**src/sv/spr_pkg.sv**
```systemverilog
// ----------------------------------------------------------------------------
// spr_pkg
// Shared constants, codes and types of the slotted page record store.
// ----------------------------------------------------------------------------
package spr_pkg;

    // Page geometry
    localparam int PAGE_BYTES_DEF  = 4096;
    localparam int MAX_ENTRIES_DEF = 512;
    localparam int HEADER_BYTES    = 8;
    localparam int ENTRY_BYTES     = 6;

    // Field widths of the command and result words
    localparam int CMD_W    = 2;
    localparam int SLOT_W   = 10;
    localparam int LEN_W    = 12;
    localparam int BYTE_W   = 8;
    localparam int POS_W    = 12;
    localparam int STAT_W   = 3;
    localparam int ASSIGN_W = 9;
    localparam int FREE_W   = 12;
    localparam int USED_W   = 10;
    localparam int PAGE_NUM_W = 32;

    // Insert progress counter saturates at its all-ones value
    localparam int PROG_W = 13;

    // Command codes
    localparam logic [CMD_W-1:0] CMD_INSERT = 2'd0;
    localparam logic [CMD_W-1:0] CMD_READ   = 2'd1;
    localparam logic [CMD_W-1:0] CMD_DELETE = 2'd2;
    localparam logic [CMD_W-1:0] CMD_DUMP   = 2'd3;

    // Status codes
    localparam logic [STAT_W-1:0] ST_OK       = 3'd0;
    localparam logic [STAT_W-1:0] ST_NO_ROOM  = 3'd1;
    localparam logic [STAT_W-1:0] ST_INVALID  = 3'd2;
    localparam logic [STAT_W-1:0] ST_INACTIVE = 3'd3;
    localparam logic [STAT_W-1:0] ST_DELETED  = 3'd4;

    // Dump address split: (pos - HEADER_BYTES) / ENTRY_BYTES by reciprocal.
    // Exact for POS_W-bit values since the rounding error stays below
    // 2**(DIV_SHIFT - POS_W).
    localparam int DIV_SHIFT = POS_W + 4;
    localparam int DIV_MULT  = (2**DIV_SHIFT + ENTRY_BYTES - 1) / ENTRY_BYTES;
    localparam int DIV_MW    = DIV_SHIFT + 1;
    localparam int PROD_W    = POS_W + DIV_MW;
    localparam int IDX_W     = PROD_W - DIV_SHIFT;
    localparam int SUB_W     = 3;

    typedef struct packed {
        logic [IDX_W-1:0] idx;   // directory entry the dump address falls in
        logic [SUB_W-1:0] sub;   // byte within that entry
    } t_dump_loc;

endpackage

```
**src/sv/spr_addr_div.sv**
```systemverilog
// ----------------------------------------------------------------------------
// spr_addr_div
// Splits a dump address past the header into directory entry and byte.
// ----------------------------------------------------------------------------
module spr_addr_div (
    input  logic                       i_clk,
    input  logic                       i_load,
    input  logic [spr_pkg::POS_W-1:0]  i_pos,
    output spr_pkg::t_dump_loc         o_loc
);

    localparam logic [spr_pkg::DIV_MW-1:0] MULT = spr_pkg::DIV_MULT[spr_pkg::DIV_MW-1:0];

    logic [spr_pkg::POS_W-1:0]  w_rel;
    logic [spr_pkg::PROD_W-1:0] w_prod;
    logic [spr_pkg::POS_W-1:0]  r_rel;
    logic [spr_pkg::PROD_W-1:0] r_prod;
    logic [spr_pkg::IDX_W-1:0]  w_idx;
    logic [spr_pkg::PROD_W-1:0] w_base;
    logic [spr_pkg::PROD_W-1:0] w_rem;

    // Offset past the header; wraps for header addresses, which are unused
    assign w_rel  = i_pos - spr_pkg::POS_W'(spr_pkg::HEADER_BYTES);
    assign w_prod = spr_pkg::PROD_W'(w_rel) * spr_pkg::PROD_W'(MULT);

    always_ff @(posedge i_clk) begin
        if (i_load) begin
            r_rel  <= w_rel;
            r_prod <= w_prod;
        end
    end

    assign w_idx  = r_prod[spr_pkg::PROD_W-1:spr_pkg::DIV_SHIFT];
    assign w_base = spr_pkg::PROD_W'(w_idx) * spr_pkg::PROD_W'(spr_pkg::ENTRY_BYTES);
    assign w_rem  = spr_pkg::PROD_W'(r_rel) - w_base;

    assign o_loc.idx = w_idx;
    assign o_loc.sub = w_rem[spr_pkg::SUB_W-1:0];

endmodule

```
**config.mk**
```make
export PLATFORM = sky130hd
export DESIGN_NAME = spr_addr_div
export DESIGN_NICKNAME = d
export VERILOG_FILES = /design/src/sv/spr_pkg.sv /design/src/sv/spr_addr_div.sv
export SDC_FILE = /design/constraint.sdc
export NUM_CORES = 1
export LEC_CHECK = 0
export ABC_AREA = 1
export BUFFER_PORTS_ARGS = -buffer_cell sky130_fd_sc_hd__clkbuf_2
export CAP_MARGIN = 0
export CORE_AREA = 2 2 107 109
export CTS_BUF_LIST = sky130_fd_sc_hd__clkbuf_8 sky130_fd_sc_hd__clkbuf_16
export CTS_CLUSTER_DIAMETER = 80
export DETAILED_ROUTE_END_ITERATION = 6
export DIE_AREA = 0 0 109 111
export MAX_ROUTING_LAYER = met4
export SYNTH_ARGS = -nofsm -noshare
export SYNTH_HDL_FRONTEND = slang
export SYNTH_SLANG_ARGS = --single-unit
```
**constraint.sdc**
```tcl
create_clock -name i_clk -period 10.2 [get_ports i_clk]
set_clock_uncertainty 0.1 [all_clocks]
set_input_delay 0.51 -clock i_clk [delete_from_list [all_inputs] [get_ports i_clk]]
set_output_delay 0.51 -clock i_clk [all_outputs]
set_load 0.02 [all_outputs]
```
* After elaboration in Yosys (flattened, before gate mapping)
Index checks and enable logic that the tools add are counted.
** Word-level totals
- Flip-flop bits (word level) :: 29
- Input port bits :: 14
- Output and inout port bits :: 16
- Word-level logic and storage cells :: 6
** Operators by class
- Add/subtract/negate cells :: 2
- $mul :: 2
** Operator list (count)
- multiplier 12 x 14 -> 26 bit (second input constant) :: 1
- subtractor 12 x 4 -> 12 bit (second input constant) :: 1
- multiplier 10 x 2 -> 2 bit (second input constant) :: 1
- subtractor 3 bit :: 1

* Logic depth before layout (Yosys ltp)
- Depth in word-level cells :: 2
- Depth in mapped cells :: 29
- Gate-level depth less buffers :: 29

* Worst setup path after synthesis
No wires, ideal clock.
- Path type :: input to register
- Start point :: input port i_pos[4] in the netlist's numbering
- End point :: register r_prod[24] in the netlist's numbering (data pin)
- Setup time :: 252 ps
- Arrival time :: 4865 ps
- Data required time :: 9848 ps
- Path slack :: 4982 ps
- Cell stages on the path :: 24
- Buffers on the path :: 0
- Cells stage by stage :: inv_1 ha_1 nand3_4 nor2_8 nand4_2 and2_4 ha_1 inv_1 fa_1 inv_1 fa_1 inv_1 fa_1 fa_1 inv_1 ha_1 a21oi_1 o21ai_0 a21oi_1 nand2_1 nand2_1 nand2_1 nand2_1 nand2_1
** On the way
- Cells in the longest elaborated chain, start to end :: 2
** RTL lines
- from (decl) :: line spr_addr_div.sv:8 : input logic [spr_pkg::POS_W-1:0] i_pos,
- subtractor 12 x 4 -> 12 bit :: line spr_addr_div.sv:23 : assign w_rel = i_pos - spr_pkg::POS_W'(spr_pkg::HEADER_BYTES);
- multiplier 12 x 14 -> 26 bit :: line spr_addr_div.sv:24 : assign w_prod = spr_pkg::PROD_W'(w_rel) * spr_pkg::PROD_W'(MULT);
- net w_prod (one bit) :: line spr_addr_div.sv:15 : logic [spr_pkg::PROD_W-1:0] w_prod;
- to (signal assigned) :: line spr_addr_div.sv:29 : r_prod <= w_prod;
- to (decl) :: line spr_addr_div.sv:17 : logic [spr_pkg::PROD_W-1:0] r_prod;
The timed path passes the listed nets, and every way through them passes these cells.
A chain may end at the register's enable or synchronous reset.

* Worst setup path after layout
- Start point :: input port i_pos[3] in the netlist's numbering
- End point :: register r_prod[24] in the netlist's numbering (data pin)
The elaborated chain is that of the path after synthesis.

==> flow_metrics.py <==
metrics = {
    "run_status": {
        "run_status": "finished clean",
    },
    "critical_path": {
        "crit_family": "adder cells",
        "cp-end-kind": "flip-flop",
        "cp_num_buf_inv": 6,
        "slowest_delay_ns": 0.54,
        "critPathRequiredTime_ns": 10.08,
        "path_class": "input port to flip-flop",
        "crit_cells": 25,
        "startpoint_type": "input port",
        "critPathSlowestCell": "fa_1",
        "crit_fanout": 5,
        "critPathArrivalTime_ns": 5.41,
    },
    "drt": {
        "wl_mm": 8.099,
        "first_pass_iters": 5,
        "num_vias": 3046,
        "detail_route.wl_per_cell_um": 12.18,
        "drc": 0,
        "ant_nets": 0,
        "drt_iter0_drc": 73,
        "routed_via_density": 4.580,
    },
    "synth": {
        "syn_area_um2": 3764,
        "yosys.area.top_type": "ha_1",
        "synth_warnings": 0,
        "syn_inst": 494,
        "synth.distinct_cells": 35,
        "ys_ff_latch": 13,
        "avgSynthCellArea_um2": 7.619,
        "yosysSeqAreaShare": 0.1037,
        "yosys.area.top_type_share": 0.2394,
        "synthTopCellsByArea": "ha_1 24%, fa_1 21%, inv_1 13%, edfxtp_1 10%, nand2_1 8.5%",
    },
    "clock_network": {
        "post_cts_buffers": 0,
        "cts.sinks": 13,
        "cts_tree": "yes",
        "clk_pin_slew_worst_paths_ns": 0.04,
        "cts_buffers": 3,
        "hold_buffers": 0,
        "cts_root_buf": "clkbuf_16",
        "cts-resized-gates": 0,
        "clockBufferDepth": 2,
        "h-tree-depth": 1,
    },
    "sta": {
        "setup_violations": 0,
        "hold_viol": 0,
        "final-max-slew-violation-count": 0,
        "worst_slew_pin_slew_ns": 0.6097,
        "maxSlewHeadroom": 0.5935,
        "rsz0062_at_grt": "false",
        "period_needed_ns": 5.528,
        "max_freq_ghz": 0.1809,
        "finalCritPeriodShare": 0.5419,
        "setup_tns_ns": 0,
    },
    "grt": {
        "gr-total-overflow": 0,
        "grt_max_degree": 14,
        "grt_first_pass_wirelength_mm": 14.28,
        "antenna_found_initial": 0,
        "first_global_vias": 3243,
        "track_usage": 0.1516,
    },
    "floorplanning": {
        "rows": 39,
        "core_area_um2": 11080,
        "start_util": 0.3398,
        "dieArea_um2": 12100,
        "die_h_um": 111,
        "io_pins": 30,
        "die_w_um": 109,
    },
    "layout": {
        "fin_nets": 648,
        "syn_to_final_growth_pct": 9.707,
        "fin_area_um2": 4129,
        "final_common_cell": "inv_1",
        "mostFrequentLayoutCells": "136 x inv_1, 85 x nand2_1, 72 x ha_1",
        "drive_gt1_frac": 0.08621,
        "final-instance-count-excl-fill": 665,
        "diodes": 0,
    },
    "power": {
        "pwr-share-comb": 0.855,
        "p_sw_mw": 0.7138,
        "seq_power_share": 0.088,
        "p_int_mw": 0.5374,
        "max-vdd-ir-drop_mv": 0.1858,
        "clkPwrFrac": 0.057,
        "swShare": 0.5705,
        "power_density_nw_per_um2": 303.0,
        "leakage_nw": 2.385,
    },
    "place": {
        "numPlacedInstances": 661,
        "portBuffers": 26,
        "hpwlAfterDp_mm": 7.502,
        "place_congestion": 0.8668,
        "place_area_um2": 4050,
    },
    "flow_run": {
        "maxCapViolCount": 0,
    },
    "hold_path": {
        "whs_path_depth": 1,
        "hold_path_class": "input port to flip-flop",
    },
}
## per-stage QoR
stage	util	hold slack, ns	setup WS [ns]	power (mW)
5_1_grt	0.3728	0.4197	4.316	1.431
3_3_place_gp	0.3656	0.6656	4.490	1.175
6_report	0.3728	0.4183	4.672	1.251
2_1_floorplan	-	0.5089	4.982	0.9236
3_5_place_dp	0.3656	0.6679	4.455	1.179
4_1_cts	0.3728	0.4184	4.676	1.260
## state kept, by name, indices dropped and copies added (netlist names)
name and count:
r_rel 3, r_prod 10
## kinds of logic (layout without fill, tap and decap cells)
| kind of cell | Yosys count | after routing | synth area share |
|---|---|---|---|
| AND/OR/NAND/NOR | 169 | 169 | 0.2045 |
| XOR/XNOR | 14 | 14 | 0.03458 |
| buffers and inverters | 144 | 170 | 0.1476 |
| other | 1 | 3 | 0.0009964 |
| AO/OA/AOI/OAI | 42 | 42 | 0.06183 |
| adder cells (fa/ha/maj) | 111 | 111 | 0.4468 |
| flip-flops | 13 | 13 | 0.1037 |
## routing by layer
metal	global-route usage	wire length (µm)	vias up
met2	0.2687	3953	47
met3	0.007643	187	12
met1	0.1856	3787	1414
met4	0.04017	171	0
li1	-	-	1573
met5	-	0	-
## cell usage after synthesis (all sizes together)
cell type / n
fa: 39
nand2: 89
buf: 4
nor4: 2
a21oi: 21
a22oi: 2
o21bai: 1
nand2b: 1
o21ai: 12
clkinv: 1
and2: 4
nor3: 3
nor2: 39
xor2: 11
edfxtp: 13
a21o: 3
inv: 139
conb: 1
xnor2: 3
a21boi: 3
nand3: 21
or2: 1
ha: 72
nand4: 9
## power by group through the flow
stage	Clock [mW]	Sequential (mW)	Combinational, mW
after global routing	0.0759	0.112	1.24
final	0.0715	0.110	1.07
after global placement	0	0.111	1.06
after CTS	0.0728	0.111	1.08
after floorplan	0	0.136	0.788
after detailed placement	0	0.112	1.07
## cell type report
| type | instances | area (µm²) |
|---|---|---|
| Tap cell | 143 | 178.9 |
| Multi-Input combinational cell | 339 | 2825 |
| Clock buffer | 3 | 75.07 |
| Sequential cell | 13 | 390.4 |
| Timing Repair Buffer | 26 | 130.1 |
| Clock inverter | 1 | 3.754 |
| Fill cell | 1176 | 6948 |
| Inverter | 140 | 525.5 |
## final timing paths
check	start	endpoint	slack, ns
worst min-delay path	i_pos[0]	r_rel[0]	0.42
worst max-delay path	i_pos[3]	r_prod[24]	4.67
(Power assumes the default switching activity.)
