===== src/sv/spr_ram.sv =====
// ----------------------------------------------------------------------------
// spr_ram
// Generic simple dual-port RAM: one write port, one registered read port.
// ----------------------------------------------------------------------------
module spr_ram #(
    parameter int WIDTH = 8,
    parameter int DEPTH = 16
) (
    input  logic                     i_clk,
    input  logic                     i_we,
    input  logic [$clog2(DEPTH)-1:0] i_waddr,
    input  logic [WIDTH-1:0]         i_wdata,
    input  logic                     i_re,
    input  logic [$clog2(DEPTH)-1:0] i_raddr,
    output logic [WIDTH-1:0]         o_rdata
);

    logic [WIDTH-1:0] r_mem [DEPTH];
    logic [WIDTH-1:0] r_rdata;

    always_ff @(posedge i_clk) begin
        if (i_we) begin
            r_mem[i_waddr] <= i_wdata;
        end
    end

    always_ff @(posedge i_clk) begin
        if (i_re) begin
            r_rdata <= r_mem[i_raddr];
        end
    end

    assign o_rdata = r_rdata;

endmodule


===== config.mk =====
export PLATFORM = sky130hd
export DESIGN_NAME = spr_ram
export DESIGN_NICKNAME = d
export VERILOG_FILES = /design/src/sv/spr_ram.sv
export SDC_FILE = /design/constraint.sdc
export NUM_CORES = 1
export LEC_CHECK = 0
export BUFFER_PORTS_ARGS = -buffer_cell sky130_fd_sc_hd__buf_2
export CAP_MARGIN = 20
export CORE_UTILIZATION = 52
export DETAILED_ROUTE_END_ITERATION = 8
export HOLD_SLACK_MARGIN = 0.12
export PLACE_DENSITY = 0.69
export SLEW_MARGIN = 10
export SYNTH_ARGS = -nofsm -noshare
export SYNTH_HDL_FRONTEND = slang
export SYNTH_SLANG_ARGS = --single-unit

===== constraint.sdc =====
create_clock -name i_clk -period 4.8 [get_ports i_clk]
set_clock_uncertainty 0.15 [all_clocks]
set_input_delay 0.72 -clock i_clk [delete_from_list [all_inputs] [get_ports i_clk]]
set_output_delay 0.72 -clock i_clk [all_outputs]
set_load 0.1 [all_outputs]

* Word level (Yosys, flattened, before mapping)
Memory sizes are Yosys's and may differ from the RTL's. A register that Yosys moved wholly into a read port is not among the register bits.
Index checks and enable logic that the tools add are counted.
** Cells by class
- Mux-type cells :: 2
** Operators with widths (number)
- 1-bit two-way mux :: 2
** Word-level totals
- Input port bits :: 19
- Bits in writable memories :: 128
- Register bits :: 0
- Word-level logic and storage cells :: 3
- Output and inout port bits :: 8
- Memories kept :: 1
** Memories
- r_mem :: words 16, bits a word 8, rd ports 1, clocked after Yosys merged registers in 1, write ports 1, line 18 : logic [WIDTH-1:0] r_mem [DEPTH];

* Depth between registers and ports, before layout
Gate-level depths: netlist of run 1.
- Word-level depth :: 2
- Depth in mapped cells :: 5
- Gate-level depth less buffers :: 3

* Worst setup path after synthesis of run 1
Ideal clock, no wire load.
- Path kind :: input-to-reg
- From :: input port i_waddr[2]
- To :: memory r_mem[0][0], enable pin
- Setup time :: 383 ps
- Data required time :: 4267 ps
- Stages on the path :: 2
- Path buffers :: 0
- Arrival time :: 1830 ps
- Path slack :: 2437 ps
- Cell sequence :: or3b_2 > nor3_1
** RTL lines
- from (decl) :: line 11 : input logic [$clog2(DEPTH)-1:0] i_waddr,
- to (decl) :: line 18
No word-level cell before the write port.

==> results of run 1 <==
-- cells in the mapped netlist --
cell type                         count
sky130_fd_sc_hd__edfxtp_1           136
sky130_fd_sc_hd__mux4_2              18
sky130_fd_sc_hd__a22oi_1             16
sky130_fd_sc_hd__mux4_1              14
sky130_fd_sc_hd__nor2_1              13
sky130_fd_sc_hd__nand2_1              9
sky130_fd_sc_hd__nor3_1               4
sky130_fd_sc_hd__buf_2                3
sky130_fd_sc_hd__buf_6                3
sky130_fd_sc_hd__clkdlybuf4s25_2      3
sky130_fd_sc_hd__nand2b_1             2
sky130_fd_sc_hd__nand3b_1             2
sky130_fd_sc_hd__and2_1               1
sky130_fd_sc_hd__and2b_1              1
sky130_fd_sc_hd__buf_4                1
sky130_fd_sc_hd__nand3_1              1
sky130_fd_sc_hd__nor2b_1              1
sky130_fd_sc_hd__or3b_2               1
-- worst max-delay path: stages --
cell	delay, ps
sky130_fd_sc_hd__buf_2	760
sky130_fd_sc_hd__mux4_1	670
sky130_fd_sc_hd__a22oi_1	330
sky130_fd_sc_hd__nand2_1	90
-- state kept, by name, indices dropped and copies added (netlist names) --
signal / cells
o_rdata: 8
r_mem: 128
-- how the worst min path moves through the flow --
stage | slack, ps | to
after CTS | 420 | o_rdata[2]
after global placement | 570 | o_rdata[0]
after floorplan | 550 | o_rdata[0]
final | 440 | o_rdata[0]
after detailed placement | 580 | o_rdata[0]
after global routing | 410 | o_rdata[0]
-- cells by family (layout without fill, tap and decap cells) --
logic type,after synthesis,after routing,synth area share
AOI/OAI and AO/OA,16,16,0.0230
buffers and inverters,10,61,0.0165
DFF,136,136,0.781
muxes,32,32,0.148
and+or+nand+nor,35,35,0.0314
-- area by class of cell --
type	instances	share of cell area
sequential	136	0.683
clock inverter	12	0.0142
timing repair buffer	29	0.0255
clock buffer	20	0.0712
multi-input combinational	83	0.178
tap	133	0.0278
-- through the flow --
step	hold slack, ps	area, µm²
after global placement	575	5470
after detailed placement	582	5470
final	436	5980
after global routing	409	5980
after CTS	416	5980
after floorplan	555	5230
-- routing by layer --
metal  vias to the layer above  track usage  wire [µm]
met5                         -            0          0
met4                         0       0.0912        242
met3                        14       0.0759        479
li1                       1059            -          -
met1                      1285        0.275       4150
met2                        79        0.338       5120
-- where the power goes --
part	leakage, µW	switching [µW]	internal [µW]
Clock	0.000257	446	673
Combinational	0.000490	108	46.6
Sequential	0.00124	7.87	1340
==> impl_metrics.yaml, run 1 <==
job:
  cap_viol_max_count: 0
place:
  minimum_setup_slack_after_placement_ps: 1760
  dpl_cells: 381
  place.port_buffers: 26
  final_hpwl_dp_um: 5820
  gp_congestion: 0.743
worst_setup_path:
  r2r.worst_path.cells: 3
  crit_arrival_ps: 2570
  reg2reg_from: "r_mem[1][1]"
  critical_path.max_fanout: 32
  worstSetupPathType: "in2reg"
  regToRegEndpoint: "o_rdata[1]"
  required_ps: 4910
  regToRegSetupSlack_ps: 3100
  setup.worst_path.start: "i_raddr[0]"
  end_kind: "register"
  worstSetupStartpointType: "input pin"
  worst_setup_path_endpoint: "o_rdata[1]"
timing:
  count_of_endpoints_failing_hold_in_the_final_timing_report: 0
  maxSlewHeadroom: 0.315
  post-route-worst-setup-slack_ps: 2340
  setup_total_negative_slack_ps: 0
  drv_slew: 0
  final-setup-viol-count: 0
  post-route-min-period_ps: 2460
  max_clock_freq_mhz: 407
  setup_repair_after_global_routing_missed_its_margin: "no"
  post-route-period-util: 0.512
  worst_pin_slew_ps: 1030
power_and_ir_drop:
  pwr_density_cell_nw_per_um2: 439
  p_leak_uw: 0.00198
  worst_ir_drop_vdd_v: 0.000241
  report.power.total_uw: 2620
outcome:
  status: "finished, final reports clean"
synthesis:
  netlist-cell-type-count: 18
  yosys_warnings: 0
  postSynthNetCount: 248
  netlist_top_cells_area: "sky130_fd_sc_hd__edfxtp_1 (78%), sky130_fd_sc_hd__mux4_2 (7.8%), sky130_fd_sc_hd__mux4_1 (7.0%), sky130_fd_sc_hd__a22oi_1 (2.3%), sky130_fd_sc_hd__nor2_1 (0.93%)"
  postSynthCellCount: 229
  avgSynthCellArea_um2: 22.8
  seq_area_frac_synth: 0.781
  synth.cell_area_um2: 5230
  synthDominantAreaCellType: "sky130_fd_sc_hd__edfxtp_1"
  count_of_state_elements_after_synthesis: 136
  synth_top_cell_area_share: 0.781
grt:
  antenna_found_initial: 0
  groute.usage.overall: 0.215
  first_global_vias: 2439
  globalRoute.totalOverflow: 0
  grt_pass1_wl_um: 14600
  maximum_number_of_pins_on_one_net_before_global_route_repair: 33
finish:
  count_of_placed_standard_cells_in_the_final_layout_fillers_left_out: 413
  fill_cells: 670
  antennaDiodeCount: 0
  utilization: 0.611
  multi_input_area_um2: 1060
  ff_latch_area_um2: 4080
  drive_above_1_share: 0.271
  final_nets: 286
  synthesis_to_layout_area_growth_pct: 14.3
  layout.cells.most_common: "sky130_fd_sc_hd__edfxtp_1"
  layout_common_cells: "sky130_fd_sc_hd__edfxtp_1 (136), sky130_fd_sc_hd__buf_2 (26), sky130_fd_sc_hd__mux4_2 (18)"
cts:
  clk_path_buf_depth: 2
  clockRootBuffer: "sky130_fd_sc_hd__clkbuf_8"
  tritoncts: "yes"
  cts_post_setup_buffers_inserted: 0
  worst_skew_pair.late_latency_ps: 510
  h-tree-depth: 4
  post_cts_hold_buffer_count: 0
  cts_inserted_buffers: 17
  cts_resized: 0
  clock-sinks: 136
  cts.clk_slew.worst_paths_ps: 60
drt:
  antenna_left: 0
  detail_route.wl_per_cell_um: 24.2
  routed_via_density: 5.90
  drt-initial-drc-count: 148
  detailroute.via_count: 2437
  drt_drc_violations_left: 0
  detail_route.wirelength_um: 10000
  detailedRoute.firstPassIterationCount: 5
die:
  coreArea_um2: 9770
  design.die.area_um2: 10500
  initial_core_util: 0.535
  die_y_um: 102
  die_x_um: 102
  num_io_pins: 27
  floorplan.rows: 36
min_path:
  timing.hold.worst.start: "i_re"
  hold_depth: 1
  hold_path_class: "in2reg"
Note: power is estimated with default switching activity, not from simulation.
==> inputs of run 2 (changes only) <==
--- a/config.mk
+++ b/config.mk
@@ -5,6 +5,7 @@
 export SDC_FILE = /design/constraint.sdc
 export NUM_CORES = 1
 export LEC_CHECK = 0
+export ABC_AREA = 1
 export BUFFER_PORTS_ARGS = -buffer_cell sky130_fd_sc_hd__buf_2
 export CAP_MARGIN = 20
 export CORE_UTILIZATION = 52
==> constraint.sdc (replaced) <==
create_clock -name i_clk -period 2.55 [get_ports i_clk]
set_clock_uncertainty 0.15 [all_clocks]
set_input_delay 0.3825 -clock i_clk [delete_from_list [all_inputs] [get_ports i_clk]]
set_output_delay 0.3825 -clock i_clk [all_outputs]
set_load 0.1 [all_outputs]
==> impl_metrics.yaml, run 2 <==
timing:
  count_of_endpoints_failing_hold_in_the_final_timing_report: 0
  worst_pin_slew_ps: 768
  post-route-period-util: 0.735
  maxSlewHeadroom: 0.486
  hold_slack_ps: 139
  drv_slew: 0
  post-route-min-period_ps: 1870
  setup_repair_after_global_routing_missed_its_margin: "no"
  max_clock_freq_mhz: 534
  setup_total_negative_slack_ps: 0
  final-setup-viol-count: 0
drt:
  drt_drc_violations_left: 0
  detail_route.wl_per_cell_um: 17.4
  drt-initial-drc-count: 283
  detailedRoute.firstPassIterationCount: 5
  detailroute.via_count: 3858
  antenna_left: 0
  routed_via_density: 5.25
  detail_route.wirelength_um: 12800
cts:
  cts.clk_slew.worst_paths_ps: 60
  clockRootBuffer: "sky130_fd_sc_hd__clkbuf_8"
  tritoncts: "yes"
  worst_skew_pair.late_latency_ps: 530
  clk_path_buf_depth: 2
  cts_post_setup_buffers_inserted: 0
  cts_inserted_buffers: 17
  h-tree-depth: 4
  clock-sinks: 136
die:
  floorplan.rows: 38
  initial_core_util: 0.537
  die_x_um: 108
  num_io_pins: 27
  design.die.area_um2: 11700
  coreArea_um2: 10900
  die_y_um: 108
synthesis:
  seq_area_frac_synth: 0.698
  netlist_top_cells_area: "sky130_fd_sc_hd__edfxtp_1 (70%), sky130_fd_sc_hd__nand2_1 (11%), sky130_fd_sc_hd__nand3_1 (8.3%), sky130_fd_sc_hd__inv_1 (6.4%), sky130_fd_sc_hd__buf_6 (1.2%)"
  post_synthesis_async_set_or_reset_flop_share: 0
  count_of_state_elements_after_synthesis: 136
  postSynthCellCount: 551
  synth.cells.most_frequent: "sky130_fd_sc_hd__nand2_1 (173), sky130_fd_sc_hd__edfxtp_1 (136), sky130_fd_sc_hd__inv_1 (100), sky130_fd_sc_hd__nand3_1 (97), sky130_fd_sc_hd__nor2_1 (17)"
  synth_top_cell_area_share: 0.698
  synth.cell_area_um2: 5850
  synthDominantAreaCellType: "sky130_fd_sc_hd__edfxtp_1"
  number_of_synthesized_flops_with_an_enable_pin: 136
  ys_dominant_reg_cell: "sky130_fd_sc_hd__edfxtp_1"
  avgSynthCellArea_um2: 10.6
  yosys_warnings: 0
  postSynthNetCount: 570
  netlist-cell-type-count: 11
  yosysMostFrequentCell: "sky130_fd_sc_hd__nand2_1"
worst_setup_path:
  chain_of_cells_forming_the_critical_path: "buf_2"
  cp_slowest_stage_delay_ps: 440
  required_ps: 2020
  regToRegSetupSlack_ps: 1210
  timing.critical_path.max_delay_family: "buffers and inverters"
  timing.critical_path.slowest_stage_cell: "sky130_fd_sc_hd__buf_2"
  regToRegEndpoint: "o_rdata[4]"
  end_kind: "primary output"
  worstSetupPathType: "reg2out"
  cp_num_buf_inv: 1
  reg2reg_from: "r_mem[0][4]"
  r2r.worst_path.cells: 6
  critical_path.max_fanout: 1
  crit_arrival_ps: 1340
  worstSetupStartpointType: "register"
place:
  final_hpwl_dp_um: 8040
  place.port_buffers: 26
  gp_congestion: 0.806
min_path:
  timing.hold.worst_endpoint: "r_mem[14][1]"
  hold_depth: 1
  hold_path_class: "in2reg"
  timing.hold.worst.start: "i_wdata[1]"
finish:
  antennaDiodeCount: 0
  multi_input_area_um2: 1210
  final_nets: 601
  max_flop_register: "r_mem"
  drive_above_1_share: 0.106
  fill_cells: 873
  ff_latch_area_um2: 4080
  layout_common_cells: "sky130_fd_sc_hd__nand2_1 (173), sky130_fd_sc_hd__edfxtp_1 (136), sky130_fd_sc_hd__inv_1 (100)"
  synthesis_to_layout_area_growth_pct: 12.8
  layout.cells.most_common: "sky130_fd_sc_hd__nand2_1"
  largest_register_ffs: 128
grt:
  groute.usage.overall: 0.244
  maximum_number_of_pins_on_one_net_before_global_route_repair: 41
  globalRoute.totalOverflow: 0
  first_global_vias: 3734
  grt_pass1_wl_um: 20100
  antenna_found_initial: 0
power_and_ir_drop:
  worst_ir_drop_vdd_v: 0.000415
  p_leak_uw: 0.00284
  pwr_density_cell_nw_per_um2: 765
outcome:
  status: "finished, final reports clean"
job:
  cap_viol_max_count: 0
## run 2: changes by cell type after synthesis, moves of 4 or more
cell / previous run / this run
sky130_fd_sc_hd__nand2_1: 9 / 173
sky130_fd_sc_hd__inv_1: 0 / 100
sky130_fd_sc_hd__nand3_1: 1 / 97
sky130_fd_sc_hd__mux4_2: 18 / 0
sky130_fd_sc_hd__a22oi_1: 16 / 0
sky130_fd_sc_hd__mux4_1: 14 / 0
sky130_fd_sc_hd__buf_2: 3 / 13
sky130_fd_sc_hd__nor2_1: 13 / 17
sky130_fd_sc_hd__nor3_1: 4 / 0
## run 2: stage by stage
step                total power (µW)  cells   util  area [µm²]  setup WS (ps)
finish                          5050    735  0.606        6600            676
floorplan                       2830    551      -        5850           1070
CTS                             5070    735  0.606        6600            652
global placement                2950    702  0.558        6080            678
detailed placement              2950    702  0.558        6080            638
global route                    5190    735  0.606        6600            643
## run 2: timing repair
action                                 4_1_cts  5_1_grt
hold buffers                                 1        0
endpoints found under the hold margin        8        0
resized for setup                            0        0
## run 2: worst max-delay path by stage
| stage | slack, ps | cells after the start | to | start |
|---|---|---|---|---|
| global placement | 680 | 7 | o_rdata[1] | i_raddr[0] |
| detailed placement | 640 | 7 | o_rdata[1] | i_raddr[0] |
| CTS | 650 | 1 | o_rdata[2] | o_rdata[2] |
| finish | 680 | 1 | o_rdata[0] | o_rdata[0] |
| floorplan | 1070 | 2 | r_mem[10][0] | i_waddr[2] |
| global route | 640 | 1 | o_rdata[1] | o_rdata[1] |
## run 2: layer usage
layer / up-vias / global-route usage / wire, µm
met1: 1827 / 0.324 / 5350
met4: 0 / 0.114 / 282
met3: 26 / 0.0524 / 912
li1: 1842 / - / -
met2: 163 / 0.387 / 6240
met5: - / 0 / 0
## run 2: cell families (layout without fill, tap and decap cells)
kind of cell / Yosys count / in the layout / share of synthesized area
AND/OR/NAND/NOR: 289 / 289 / 0.208
flip-flops: 136 / 136 / 0.698
buffers and inverters: 126 / 170 / 0.0939
## run 2: power breakdown
part           total [µW]  switching (µW)  leakage [µW]  internal (µW)
logic                 373             288       0.00135           85.9
registers            2530            14.9       0.00124           2520
clock network        2140             876      0.000255           1260
total                5050            1180       0.00284           3870
## run 2: area by class of cell
| class | count | share of cell area |
|---|---|---|
| clock buffers | 19 | 0.0639 |
| clock inverters | 13 | 0.0133 |
| inverters | 102 | 0.0580 |
| multi-input cells | 289 | 0.184 |
| flip-flops and latches | 136 | 0.619 |
| well taps | 140 | 0.0266 |
| repair buffers | 36 | 0.0353 |
==> inputs of run 3 (changes only) <==
==> constraint.sdc (replaced) <==
create_clock -name i_clk -period 1.9 [get_ports i_clk]
set_clock_uncertainty 0.15 [all_clocks]
set_input_delay 0.285 -clock i_clk [delete_from_list [all_inputs] [get_ports i_clk]]
set_output_delay 0.285 -clock i_clk [all_outputs]
set_load 0.1 [all_outputs]
==> impl_metrics.yaml, run 3 (synthesis results as in run 2) <==
outcome:
  status: "finished, final reports clean"
timing:
  drv_slew: 0
  setup_repair_after_global_routing_missed_its_margin: "no"
  setup_total_negative_slack_ps: 0
  maxSlewHeadroom: 0.615
  hold_slack_ps: 173
  count_of_endpoints_failing_hold_in_the_final_timing_report: 0
  worst_pin_slew_ps: 577
  post-route-period-util: 0.931
  post-route-worst-setup-slack_ps: 131
  post-route-min-period_ps: 1770
  max_clock_freq_mhz: 565
  final-setup-viol-count: 0
cts:
  tritoncts: "yes"
  clockRootBuffer: "sky130_fd_sc_hd__clkbuf_8"
  clk_path_buf_depth: 2
  worst_skew_pair.late_latency_ps: 520
  h-tree-depth: 4
  cts_inserted_buffers: 17
  clock-sinks: 136
  cts.clk_slew.worst_paths_ps: 60
worst_setup_path:
  r2r.worst_path.cells: 6
  regToRegSetupSlack_ps: 550
  timing.critical_path.slowest_stage_cell: "sky130_fd_sc_hd__buf_2"
  crit_arrival_ps: 1330
  end_kind: "primary output"
  timing.critical_path.max_delay_family: "buffers and inverters"
  chain_of_cells_forming_the_critical_path: "buf_2"
  worst_setup_path_endpoint: "o_rdata[3]"
  worstSetupStartpointType: "register"
  worstSetupPathType: "reg2out"
  setup.worst_path.start: "o_rdata[3]"
  cp_slowest_stage_delay_ps: 440
  regToRegEndpoint: "o_rdata[5]"
  required_ps: 1460
  cp_num_cells: 1
  cp_num_buf_inv: 1
  critical_path.max_fanout: 1
  reg2reg_from: "r_mem[5][5]"
drt:
  detail_route.wl_per_cell_um: 17.4
  detail_route.wirelength_um: 13100
  antenna_left: 0
  detailedRoute.firstPassIterationCount: 5
  drt_drc_violations_left: 0
  drt-initial-drc-count: 349
  routed_via_density: 5.17
  detailroute.via_count: 3912
die:
  die_y_um: 108
  initial_core_util: 0.537
  coreArea_um2: 10900
  num_io_pins: 27
  die_x_um: 108
  design.die.area_um2: 11700
  floorplan.rows: 38
grt:
  globalRoute.totalOverflow: 0
  maximum_number_of_pins_on_one_net_before_global_route_repair: 65
  first_global_vias: 3743
  grt_pass1_wl_um: 20500
  antenna_found_initial: 0
  groute.usage.overall: 0.248
place:
  dpl_cells: 715
  final_hpwl_dp_um: 8020
  minimum_setup_slack_after_placement_ps: 239
  place.port_buffers: 26
  gp_congestion: 0.882
finish:
  antennaDiodeCount: 0
  synthesis_to_layout_area_growth_pct: 17.5
  count_of_placed_standard_cells_in_the_final_layout_fillers_left_out: 756
  max_flop_register: "r_mem"
  largest_register_ffs: 128
  layout.cells.most_common: "sky130_fd_sc_hd__nand2_1"
  layout_common_cells: "sky130_fd_sc_hd__nand2_1 (173), sky130_fd_sc_hd__edfxtp_1 (136), sky130_fd_sc_hd__inv_1 (100)"
  utilization: 0.631
  drive_above_1_share: 0.122
  final_nets: 623
min_path:
  hold_path_class: "in2reg"
power_and_ir_drop:
  worst_ir_drop_vdd_v: 0.000725
  p_leak_uw: 0.00299
  pwr_density_cell_nw_per_um2: 1050
job:
  cap_viol_max_count: 0
[run 3: cell count changes in the layout (fill, tap and decap cells not counted)]
| cell | change |
|---|---|
| sky130_fd_sc_hd__clkbuf_1 | +1 |
| sky130_fd_sc_hd__clkinv_4 | +1 |
| sky130_fd_sc_hd__dlygate4sd3_1 | +9 |
| sky130_fd_sc_hd__clkinvlp_4 | -1 |
| sky130_fd_sc_hd__buf_12 | +1 |
| sky130_fd_sc_hd__clkinv_1 | -1 |
| sky130_fd_sc_hd__bufinv_16 | +3 |
| sky130_fd_sc_hd__clkinv_2 | -4 |
| sky130_fd_sc_hd__buf_4 | +12 |
[run 3: routing by layer]
metal	vias to the layer above	global-route usage	routed length (µm)
met5	-	0	0
met4	0	0.0978	204
met3	14	0.0549	707
met2	141	0.398	6410
met1	1872	0.330	5820
li1	1885	-	-
[run 3: cell type report]
type	instances	area, µm²
Timing Repair Buffer	58	433
Tap cell	140	175
Sequential cell	136	4080
Clock inverter	11	155
Clock buffer	20	425
Fill cell	848	4020
Inverter	102	383
Multi-Input combinational cell	289	1210
[run 3: worst min path at each step]
stage | from | to | slack [ps] | depth (start not counted)
3_3_place_gp | i_re | o_rdata[2] | 520 | 1
5_1_grt | i_we | r_mem[0][1] | 190 | 3
3_5_place_dp | i_re | o_rdata[2] | 520 | 1
6_report | i_we | r_mem[0][1] | 170 | 3
2_1_floorplan | i_wdata[0] | r_mem[0][0] | 230 | 0
4_1_cts | i_we | r_mem[0][1] | 150 | 3
[run 3: timing repair]
item | CTS | global route
setup buffers | 0 | 0
hold buffers | 10 | 0
gates resized for setup | 0 | 0
endpoints found under the hold margin | 143 | 0
[run 3: power by group]
part / internal [µW] / switching [µW] / total, µW / leakage [µW]
clock network: 2100 / 1150 / 3250 / 0.000285
registers: 3380 / 20.9 / 3400 / 0.00124
logic: 137 / 390 / 527 / 0.00147
total: 5620 / 1560 / 7180 / 0.00299
[run 3: per-stage QoR]
stage	cell area (µm²)	total power [µW]
5_1_grt	6870	7380
4_1_cts	6870	7210
2_1_floorplan	5850	3800
6_report	6870	7180
3_5_place_dp	6190	3980
3_3_place_gp	6190	3960
